File: config.mk
export PLATFORM = sky130hd
export DESIGN_NAME = alarm_timer_table_top
export DESIGN_NICKNAME = d
export VERILOG_FILES = /design/src/rtl/att_pkg.sv /design/src/rtl/alarm_timer_table_top.sv
export VERILOG_INCLUDE_DIRS = /design/src /design/src/rtl
export SDC_FILE = /design/constraint.sdc
export NUM_CORES = 2
export LEC_CHECK = 0
export BUFFER_PORTS_ARGS = -buffer_cell sky130_fd_sc_hd__buf_2
export CAP_MARGIN = 10
export CORE_MARGIN = 3
export CORE_UTILIZATION = 60
export DETAILED_ROUTE_END_ITERATION = 16
export PLACE_DENSITY = 0.87
export SLEW_MARGIN = 40
export SYNTH_ARGS = -nofsm -noshare
export SYNTH_HDL_FRONTEND = slang
export SYNTH_SLANG_ARGS = --single-unit
File: constraint.sdc
create_clock -name clock -period 30.1 [get_ports clock]
set_clock_uncertainty 0.2 [all_clocks]
set_input_delay 6.02 -clock clock [delete_from_list [all_inputs] [get_ports clock]]
set_output_delay 6.02 -clock clock [all_outputs]
set_load 0.01 [all_outputs]
File: src/rtl/alarm_timer_table_top_defines.svh
// Assertion macros shared by the alarm timer table RTL.
`ifndef ALARM_TIMER_TABLE_TOP_DEFINES_SVH
`define ALARM_TIMER_TABLE_TOP_DEFINES_SVH

// Checks a condition at every clock edge outside reset.
`define ATT_ASSERT_ALWAYS(lbl, expr, msg) \
   lbl: assert property (@(posedge clock) disable iff (reset) (expr)) else $error(msg);

// Checks a consequence in the cycle after its trigger.
`define ATT_ASSERT_NEXT(lbl, ante, cons, msg) \
   lbl: assert property (@(posedge clock) disable iff (reset) (ante) |=> (cons)) else $error(msg);

`endif

File: src/rtl/att_pkg.sv
// Package with the types and constants of the alarm timer table.
`timescale 1ns / 1ps
package att_pkg;

   localparam int SLOTS    = 16;
   localparam int IDX_W    = (SLOTS > 1) ? $clog2(SLOTS) : 1;
   localparam int CNT_W    = $clog2(SLOTS + 1);
   localparam int MAX_POLL = 16;

   typedef enum logic [2:0] {
      REQ_SCHEDULE = 3'd0,
      REQ_SNOOZE   = 3'd1,
      REQ_CANCEL   = 3'd2,
      REQ_ACK      = 3'd3,
      REQ_POLL     = 3'd4,
      REQ_QUERY    = 3'd5
   } req_kind_type;

   typedef enum logic [2:0] {
      PH_EMPTY  = 3'd0,
      PH_SCHED  = 3'd1,
      PH_FIRING = 3'd2,
      PH_ACK    = 3'd3,
      PH_CANCEL = 3'd4
   } phase_type;

   typedef enum logic [3:0] {
      ST_IDLE = 4'b0001,
      ST_SCAN = 4'b0010,
      ST_ACT  = 4'b0100,
      ST_DONE = 4'b1000
   } state_type;

   typedef struct packed {
      logic [15:0] owner;
      logic [31:0] timer;
      logic [63:0] deadline;
      logic [31:0] revision;
      logic [31:0] fires;
      phase_type   phase;
   } entry_type;

endpackage

File: src/rtl/alarm_timer_table_top.sv
// Alarm timer table: entries live in a synchronous memory, one slot read per cycle
// unless a poll is held by a stalled result register. A request is answered after a walk
// over the filled slots, ending early when a lookup matches; the next request can be
// taken in the cycle its answer becomes valid. A poll fires entries during the walk and
// waits while the result register is stalled. One request is in work at a time.
// Reset clears the state, fill count, generation counter and valid flags, not the memory.
`timescale 1ns / 1ps
module alarm_timer_table_top (
   input  logic        clock,
   input  logic        reset,
   input  logic        req_valid,
   output logic        req_stall,
   input  logic [2:0]  req_type,
   input  logic [15:0] req_owner_key,
   input  logic [31:0] req_timer_key,
   input  logic [63:0] req_duration_ms,
   input  logic [63:0] req_now_ms,
   input  logic [4:0]  req_max_deliveries,
   output logic        rsp_valid,
   input  logic        rsp_stall,
   output logic        rsp_ok,
   output logic        rsp_delivered,
   output logic [15:0] rsp_fired_owner,
   output logic [31:0] rsp_fired_timer,
   output logic [63:0] rsp_fired_deadline,
   output logic [31:0] rsp_fired_revision,
   output logic [31:0] rsp_fire_ordinal,
   output logic [63:0] rsp_remaining,
   output logic [31:0] rsp_change_count,
   output logic        rsp_last
);
   import att_pkg::*;

   `include "alarm_timer_table_top_defines.svh"

   entry_type mem [SLOTS];
   entry_type rd_ff;

   state_type state_ff, state_in;
   logic [2:0]  typ_ff;
   logic [15:0] own_ff;
   logic [31:0] tmr_ff;
   logic [63:0] now_ff;
   logic [63:0] dl_ff;
   logic        dok_ff;
   logic [4:0]  lim_ff;
   logic [4:0]  k_ff, k_in;
   logic [CNT_W-1:0] used_ff, used_in;
   logic [CNT_W-1:0] nx_ff, nx_in;
   logic [IDX_W-1:0] ck_ff, ck_in;
   logic        v_ff, v_in;
   logic        found_ff, found_in;
   logic [31:0] gen_ff, gen_in;

   logic        rsp_valid_ff;
   logic        rsp_ok_ff, rsp_del_ff, rsp_last_ff;
   entry_type   rsp_ent_ff;
   logic [63:0] rsp_rem_ff;
   logic [31:0] rsp_chg_ff;

   logic        out_free, accept, more, hit, rd_en, we;
   logic [IDX_W-1:0] waddr;
   entry_type   wdata;
   logic        emit, e_ok, e_del, e_last;
   entry_type   e_ent;
   logic [63:0] e_rem;
   logic [64:0] sum;
   logic [31:0] gen_sat;

   assign out_free  = !rsp_valid_ff || !rsp_stall;
   assign req_stall = (state_ff != ST_IDLE);
   assign accept    = req_valid && !req_stall;
   assign more      = (nx_ff < used_ff);
   assign sum       = {1'b0, req_now_ms} + {1'b0, req_duration_ms};
   assign gen_sat   = (gen_ff == '1) ? gen_ff : gen_ff + 32'd1;
   assign hit = v_ff && ((typ_ff == REQ_POLL)
      ? (rd_ff.phase == PH_SCHED && rd_ff.deadline <= now_ff)
      : (rd_ff.owner == own_ff && rd_ff.timer == tmr_ff));

   always_comb begin
      state_in = state_ff;
      k_in     = k_ff;
      used_in  = used_ff;
      nx_in    = nx_ff;
      ck_in    = ck_ff;
      v_in     = v_ff;
      found_in = found_ff;
      gen_in   = gen_ff;
      rd_en    = 1'b0;
      we       = 1'b0;
      waddr    = ck_ff;
      wdata    = rd_ff;
      emit     = 1'b0;
      e_ok     = 1'b0;
      e_del    = 1'b0;
      e_last   = 1'b1;
      e_ent    = '0;
      e_rem    = '0;
      unique case (state_ff)
         ST_IDLE: begin
            if (accept) begin
               nx_in    = '0;
               v_in     = 1'b0;
               k_in     = '0;
               found_in = 1'b0;
               if (req_type == REQ_SCHEDULE || req_type == REQ_SNOOZE ||
                   req_type == REQ_CANCEL || req_type == REQ_ACK ||
                   req_type == REQ_POLL || req_type == REQ_QUERY) begin
                  state_in = ST_SCAN;
               end else begin
                  state_in = ST_ACT;
               end
            end
         end
         ST_SCAN: begin
            if (hit && typ_ff != REQ_POLL) begin
               found_in = 1'b1;
               state_in = ST_ACT;
            end else if (hit && (k_ff >= lim_ff || rd_ff.fires == '1)) begin
               state_in = ST_DONE;
            end else if (hit && !out_free) begin
               state_in = ST_SCAN;
            end else begin
               if (hit) begin
                  wdata          = rd_ff;
                  wdata.phase    = PH_FIRING;
                  wdata.revision = rd_ff.revision + 32'd1;
                  wdata.fires    = rd_ff.fires + 32'd1;
                  we             = 1'b1;
                  waddr          = ck_ff;
                  gen_in         = gen_sat;
                  k_in           = k_ff + 5'd1;
                  emit           = 1'b1;
                  e_ok           = 1'b1;
                  e_del          = 1'b1;
                  e_last         = 1'b0;
                  e_ent          = wdata;
               end
               if (more) begin
                  rd_en = 1'b1;
                  ck_in = nx_ff[IDX_W-1:0];
                  nx_in = nx_ff + 1'b1;
                  v_in  = 1'b1;
               end else begin
                  v_in = 1'b0;
                  if (!v_ff) begin
                     state_in = (typ_ff == REQ_POLL) ? ST_DONE : ST_ACT;
                  end
               end
            end
         end
         ST_ACT: begin
            if (out_free) begin
               wdata = rd_ff;
               waddr = ck_ff;
               case (typ_ff)
                  REQ_SCHEDULE: begin
                     if (dok_ff && !found_ff && used_ff < CNT_W'(SLOTS)) begin
                        wdata.owner    = own_ff;
                        wdata.timer    = tmr_ff;
                        wdata.deadline = dl_ff;
                        wdata.revision = 32'd1;
                        wdata.fires    = 32'd0;
                        wdata.phase    = PH_SCHED;
                        waddr          = used_ff[IDX_W-1:0];
                        used_in        = used_ff + 1'b1;
                        we             = 1'b1;
                     end else if (dok_ff && found_ff &&
                                  (rd_ff.phase == PH_ACK || rd_ff.phase == PH_CANCEL)) begin
                        wdata.deadline = dl_ff;
                        wdata.revision = rd_ff.revision + 32'd1;
                        wdata.phase    = PH_SCHED;
                        we             = 1'b1;
                     end
                  end
                  REQ_SNOOZE: begin
                     if (dok_ff && found_ff && rd_ff.phase == PH_FIRING) begin
                        wdata.deadline = dl_ff;
                        wdata.revision = rd_ff.revision + 32'd1;
                        wdata.phase    = PH_SCHED;
                        we             = 1'b1;
                     end
                  end
                  REQ_CANCEL: begin
                     if (found_ff && (rd_ff.phase == PH_SCHED || rd_ff.phase == PH_FIRING)) begin
                        wdata.revision = rd_ff.revision + 32'd1;
                        wdata.phase    = PH_CANCEL;
                        we             = 1'b1;
                     end
                  end
                  REQ_ACK: begin
                     if (found_ff && rd_ff.phase == PH_FIRING) begin
                        wdata.revision = rd_ff.revision + 32'd1;
                        wdata.phase    = PH_ACK;
                        we             = 1'b1;
                     end
                  end
                  REQ_QUERY: begin
                     e_ok = found_ff;
                     if (found_ff && rd_ff.phase == PH_SCHED && rd_ff.deadline > now_ff) begin
                        e_rem = rd_ff.deadline - now_ff;
                     end
                  end
                  default: begin
                     e_ok = 1'b0;
                  end
               endcase
               if (we) begin
                  e_ok   = 1'b1;
                  gen_in = gen_sat;
               end
               emit     = 1'b1;
               state_in = ST_IDLE;
            end
         end
         ST_DONE: begin
            if (out_free) begin
               emit     = 1'b1;
               e_ok     = 1'b1;
               state_in = ST_IDLE;
            end
         end
         default: begin
            state_in = ST_IDLE;
         end
      endcase
   end

   always_ff @(posedge clock) begin
      if (we) begin
         mem[waddr] <= wdata;
      end
      if (rd_en) begin
         rd_ff <= mem[nx_ff[IDX_W-1:0]];
      end
   end

   always_ff @(posedge clock) begin
      if (reset) begin
         state_ff     <= ST_IDLE;
         used_ff      <= '0;
         gen_ff       <= '0;
         v_ff         <= 1'b0;
         rsp_valid_ff <= 1'b0;
      end else begin
         state_ff <= state_in;
         used_ff  <= used_in;
         gen_ff   <= gen_in;
         v_ff     <= v_in;
         if (emit) begin
            rsp_valid_ff <= 1'b1;
         end else if (!rsp_stall) begin
            rsp_valid_ff <= 1'b0;
         end
      end
   end

   always_ff @(posedge clock) begin
      k_ff     <= k_in;
      nx_ff    <= nx_in;
      ck_ff    <= ck_in;
      found_ff <= found_in;
      if (accept) begin
         typ_ff <= req_type;
         own_ff <= req_owner_key;
         tmr_ff <= req_timer_key;
         now_ff <= req_now_ms;
         dl_ff  <= sum[63:0];
         dok_ff <= (req_duration_ms != 64'd0) && !sum[64];
         lim_ff <= (req_max_deliveries > 5'(MAX_POLL)) ? 5'(MAX_POLL) : req_max_deliveries;
      end
      if (emit) begin
         rsp_ok_ff   <= e_ok;
         rsp_del_ff  <= e_del;
         rsp_last_ff <= e_last;
         rsp_ent_ff  <= e_ent;
         rsp_rem_ff  <= e_rem;
         rsp_chg_ff  <= gen_in;
      end
   end

   assign rsp_valid          = rsp_valid_ff;
   assign rsp_ok             = rsp_ok_ff;
   assign rsp_delivered      = rsp_del_ff;
   assign rsp_fired_owner    = rsp_ent_ff.owner;
   assign rsp_fired_timer    = rsp_ent_ff.timer;
   assign rsp_fired_deadline = rsp_ent_ff.deadline;
   assign rsp_fired_revision = rsp_ent_ff.revision;
   assign rsp_fire_ordinal   = rsp_ent_ff.fires;
   assign rsp_remaining      = rsp_rem_ff;
   assign rsp_change_count   = rsp_chg_ff;
   assign rsp_last           = rsp_last_ff;

   `ATT_ASSERT_ALWAYS(a_used_bound, used_ff <= CNT_W'(SLOTS), "fill count beyond table size")
   `ATT_ASSERT_ALWAYS(a_read_range, !rd_en || (nx_ff < used_ff), "read of a slot never filled")
   `ATT_ASSERT_ALWAYS(a_fire_not_last, !(rsp_valid_ff && rsp_del_ff && rsp_last_ff), "bad word")

endmodule
* Yosys cells after proc, flatten, opt, wreduce, memory -nomap -nowiden *
Memory sizes are Yosys's and may differ from the RTL's. A register that Yosys moved wholly into a read port is not among the register bits.
Cells that the tools add are included.

cells by class
  $add $sub $neg = 8
  magnitude comparators = 6
  equality and inequality tests = 35
  mux-type cells = 94
  bitwise operators = 5
  reductions and logical operators = 47

operators by type and width
  kind                                                                   number
  179-bit case mux with 2 select lines                                   1
  32-bit two-way mux                                                     11
  96-bit two-way mux                                                     3
  67-bit two-way mux                                                     4
  179-bit two-way mux                                                    1
  32-bit case mux with 4 select lines                                    1
  64-bit case mux with 2 select lines                                    1
  32-bit by 1-bit adder with 32-bit output, second input constant        3
  48-bit two-way mux                                                     2
  64-bit by 64-bit adder with 65-bit output                              1
  32-bit equality test, second input constant                            2
  64-bit > comparator                                                    1
  64-bit less-or-equal comparator                                        1
  32-bit case mux with 2 select lines                                    1
  64-bit nonzero test                                                    1
  64-bit subtractor                                                      1
  4-bit two-way mux                                                      12
  5-bit two-way mux                                                      9
  32-bit equality test                                                   1
  1-bit two-way mux                                                      32
  5-bit case mux with 2 select lines                                     2
  3-bit by 2-bit equality test with 1-bit output, second input constant  6
  3-bit two-way mux                                                      6
  1-bit logical AND                                                      17
  other kinds (34)                                                       75

storage, ports and cells
  flip-flop bits (word level) = 518
  RAM bits = 2864
  output and inout port bits = 277
  word-level logic and storage cells = 222
  memories kept = 1

memories
  name  words  bits a word  read ports  clocked after Yosys merged registers in  wr ports  line                         source
  mem   16     179          1           1                                        1         alarm_timer_table_top.sv:36  entry_type mem [SLOTS];

* Logic depth before layout (Yosys ltp) *
  depth in word-level cells = 12
  mapped depth = 18

* Worst setup path after synthesis *
Ideal clock, no wire load.

  path kind = input port to flip-flop
  start point = input port rsp_stall
  end point = register rsp_ok_ff, in the netlist rsp_ok, data pin
  arrival time = 26.935 ns
  data required time = 29.664 ns
  path slack = 2.729 ns
  stages on the path = 3
  path buffers = 0
  path through = and2_1 o21ai_0 o31a_1

between the ends
  longest elaborated chain between the ends = 8
  elaborated cells on any way between the ends = 10
  those cells by class = 6 x mux; 4 x reduce/logical

ends and longest elaborated chain
  item                                  line                          source
  start, declared                       alarm_timer_table_top.sv:20   input logic rsp_stall,
  1-bit logical NOT *                   -
  1-bit logical OR *                    alarm_timer_table_top.sv:70   assign out_free = !rsp_valid_ff || !rsp_stall;
  1-bit logical NOT                     alarm_timer_table_top.sv:121  end else if (hit && !out_free) begin
  1-bit logical AND                     alarm_timer_table_top.sv:121
  1-bit two-way mux                     alarm_timer_table_top.sv:121
  1-bit two-way mux                     alarm_timer_table_top.sv:119  end else if (hit && (k_ff >= lim_ff || rd_ff.fires == '1)) begin
  1-bit two-way mux                     alarm_timer_table_top.sv:116  if (hit && typ_ff != REQ_POLL) begin
  1-bit case mux with 3 select lines *  alarm_timer_table_top.sv:99   unique case (state_ff)
  via e_ok                              alarm_timer_table_top.sv:64   logic emit, e_ok, e_del, e_last;
  end signal, assigned                  alarm_timer_table_top.sv:273  rsp_ok_ff <= e_ok;
  end, declared                         alarm_timer_table_top.sv:56   logic rsp_ok_ff, rsp_del_ff, rsp_last_ff;

The timed path passes the listed nets; every way through them passes the cells marked *.
A chain may end at the register's enable or synchronous reset.

* Worst setup path after layout *
  start point = input port rsp_stall
  end point = memory mem[9][153] (netlist bit), enable pin

between the ends
  longest elaborated chain between the ends = 10
  elaborated cells on any way between the ends = 13
  those cells by class = 9 x mux; 4 x reduce/logical

ends and longest elaborated chain
  item                                     line                          source
  1-bit logical NOT *                      -
  1-bit logical OR *                       alarm_timer_table_top.sv:70
  1-bit logical NOT                        alarm_timer_table_top.sv:121
  1-bit logical AND                        alarm_timer_table_top.sv:121
  1-bit two-way mux                        alarm_timer_table_top.sv:121
  1-bit two-way mux                        alarm_timer_table_top.sv:119
  1-bit two-way mux                        alarm_timer_table_top.sv:116
  1-bit case mux with 2 select lines       alarm_timer_table_top.sv:99
  1-bit two-way mux                        alarm_timer_table_top.sv:230  if (we) begin
  1-bit two-way mux (not written as such)  alarm_timer_table_top.sv:231  mem[waddr] <= wdata;
  end, declared                            alarm_timer_table_top.sv:36

Every way passes the cells marked *; elsewhere a longest branch is shown, timed or not.

==> summary.md <==
| Metric | Value |
|---|---|
| Die footprint | `244000 µm²` |
| Reg clk slew, reported paths | `0.06 ns` |
| Die width | `494 µm` |
| Seq/Total Area, Yosys | `74.4%` |
| Clock latency on the worst-skew pair | `1.00 ns` |
| Part of the power in the clock network | `39.4%` |
| CTS Sinks | `3561` |
| Vias in the first global route | `82001` |
| Setup crit end kind | `register` |
| Drt wl/cell | `38.7 µm` |
| Hold_buf cts | `0` |
| IO Port Bufs | `464` |
| CTS tree | `built` |
| FFs w/ async S/R, synth | `0%` |
| CTS resizes | `0` |
| Max Fanout on Critical Path | `52` |
| # rows | `178` |
| Number of synthesized register bits | `3561` |
| Gr usage total | `36.0%` |
| Most frequent cells in the layout | `edfxtp_1 (3518), mux4_2 (895), buf_2 (464)` |
| Area leader, netlist | `edfxtp_1` |
| Unrepaired setup endpoints after global routing | `no` |
| Final period utilization | `36.7%` |
| Post-layout minimum cycle time | `11.03 ns` |
| Status | `finished clean` |
| Core ar. | `236000 µm²` |
| Worst-margin pin slew | `1.06 ns` |
| Routed Wire Length | `442 mm` |
| H-tree depth | `5` |
| WP data arrival | `11.48 ns` |
| First-pass GRT wire length | `620 mm` |
| Fmax | `0.0906 GHz` |
| Placed Cells | `10771` |
| Total of max-cap violations | `0` |
| Ports | `465` |
| Maximum clock path buffer count | `4` |
| Layout fillers | `13245` |
| Final setup vio count | `0` |
| Startpoint Class | `input port` |
| Slew Viols, Final | `0` |
| Setup CP Type | `input port to register` |
| Netlist cell types | `82` |
| Largest net degree at the start of global routing | `77` |
| Detail Route Antenna Nets | `0` |
| EDFF count, synth | `3518` |
| Avg Synthesized Cell Area | `19.5 µm²` |
| Post-synth top flop | `edfxtp_1` |
| Vias per cell | `7.24` |
| Hpwl dp | `231 mm` |
| Area Growth Syn to Fin | `13.3%` |
| Drc violations | `0` |
| Cell Area, Synth | `143000 µm²` |
| Switching share of power | `24.1%` |
| Placer Congestion | `0.989` |
| Starting DRT DRC Count | `14234` |
| Post-synthesis net count | `7679` |
| Max VDD drop | `0.0647 mV` |
| Detailed Routing Iterations Pass 1 | `11` |
| Synth top area share | `73.8%` |
| Post-Syn Instances | `7346` |
| Total gr overflow | `0` |
| Final hold vios | `0` |
| Setup TNS | `0 ns` |
| Initial antenna violation count | `36` |
| Combinational power share | `11.2%` |
| Vias post-DR | `82651` |
| Starting Density | `60.5%` |
| CTS Buf Count | `358` |
| Internal power | `0.00858 W` |
| Setup Fix Bufs, Post-CTS | `0` |
| Final Non-Filler Cells | `11421` |
| Warnings, synthesis | `0` |
| Rel. slew slack | `28.5%` |
| Reg power frac | `49.4%` |
| Synth area leaders | `edfxtp_1 (74%), mux4_2 (14%), ha_1 (1.3%), nor2_1 (1.1%), a21oi_1 (1.1%)` |
| LEAKAGE | `53.3 nW` |
| Worst min-delay path class | `register to register` |
| Layout cell share with drive strength beyond 1 | `26.2%` |
| Commonest non-fill, non-tap cell in the layout | `edfxtp_1` |
| Die Y-Extent | `494 µm` |
| Net count, final | `8316` |
| Net Switching | `0.00272 W` |
| WP data required | `30.55 ns` |
| Power Dens Cells | `69.7 nW/µm²` |
| Root buf cell | `clkbuf_16` |
==> layer usage <==
layer,vias up,track usage (%),part of all wire (%)
met2,8575,56.8,48
li1,31058,-,-
met3,1924,9.21,14
met1,41068,46.0,31
met4,26,20.4,7.3
met5,-,0.0391,0.036
==> cell families (layout without fill, tap and decap cells) <==
family          after synthesis  count (layout)  synth area share, %
flops                      3561            3561                 74.4
simple gates               1273            1273                 4.17
mux                         898             898                 14.1
compound gates              738             738                 3.13
buf+inv                     468            1368                 1.25
xor+xnor                    263             263                 1.61
fa+ha+maj                   145             145                 1.28
other cells                   0              25                    0
==> final timing paths <==
| path | startpoint | end | slack, ns | cells past startpoint |
|---|---|---|---|---|
| setup / recovery | rsp_stall | mem[9][153] | 19.07 | 13 |
| hold / removal | gen_ff[13] | rsp_change_count[13] | 0.39 | 1 |
| setup reg to reg | rd_ff[3] | mem[9][153] | 22.68 | 15 |
| hold reg to reg | gen_ff[13] | rsp_change_count[13] | 0.39 | 1 |
==> sequential cells by signal, indices dropped and copies added (netlist names), 16 cells and up <==
| signal | cells |
|---|---|
| mem | 2864 |
| dl_ff | 64 |
| rsp_fired_deadline | 64 |
| tmr_ff | 32 |
| rsp_remaining | 64 |
| rd_ff | 179 |
| rsp_fired_timer | 32 |
| rsp_fired_revision | 32 |
| rsp_fired_owner | 16 |
| rsp_change_count | 32 |
| own_ff | 16 |
| gen_ff | 32 |
| rsp_fire_ordinal | 32 |
| now_ff | 64 |
==> layout make-up <==
class                   count  area (µm²)  share of cell area, %
diodes                     25        62.6                 0.0386
inverters                 130         500                  0.309
multi-input cells        3317       35500                   21.9
clock buffers             429        9400                   5.80
well taps                3150        3940                   2.43
repair buffers            615        4250                   2.62
clock inverters           194        1890                   1.17
flip-flops and latches   3561      107000                   65.7
==> synth_stat cells (6+ instances only) <==
master    count
a211oi_1     10
a21o_1      106
a21oi_1     302
a221oi_1      6
a31oi_1      55
and2_1      124
and3_1       41
and4_1        6
buf_1        82
clkbuf_1    243
dfxtp_1      43
edfxtp_1   3518
ha_1        143
inv_1       129
mux4_2      895
nand2_1     355
nand2b_1     26
nand3_1      74
nand4_1      60
nor2_1      411
nor2b_1      59
nor3_1       37
nor4_1       44
o211ai_1      9
o21a_1       13
o21ai_0     134
o21bai_1     26
o31a_1        6
o31ai_1      11
or2_2         6
or3_1         7
xnor2_1     124
xor2_1      139
==> per-stage QoR <==
step                setup slack, ns  power [W]  area (µm²)  hold slack [ns]  utilization [%]
floorplan                      2.73    0.00651      143000            0.252                -
global placement              17.94    0.00680      149000            0.300             63.2
detailed placement            18.22    0.00686      150000            0.317             63.7
CTS                           19.05     0.0113      162000            0.350             68.4
global route                  19.12     0.0115      162000            0.407             68.6
finish                        19.07     0.0113      162000            0.389             68.6
==> power by group through the flow <==
stage | clock [W] | combinational (W) | sequential (W)
finish | 0.00445 | 0.00126 | 0.00559
global route | 0.00461 | 0.00132 | 0.00558
CTS | 0.00446 | 0.00123 | 0.00558
detailed placement | 0 | 0.00118 | 0.00568
global placement | 0 | 0.00112 | 0.00568
floorplan | 0 | 0.000837 | 0.00567
==> critical path: stages <==
cell and delay, ns:
buf_2 0.19, nand2_1 0.17, o21ai_0 0.12, a211oi_1 0.81, nand4_1 0.36, o31ai_4 0.38
buf_4 0.65, o21ai_0 0.64, buf_4 0.38, nor2_4 0.18, buf_6 0.65, buf_4 0.52
buf_12 0.29
Power figures use the tool's default switching activity.
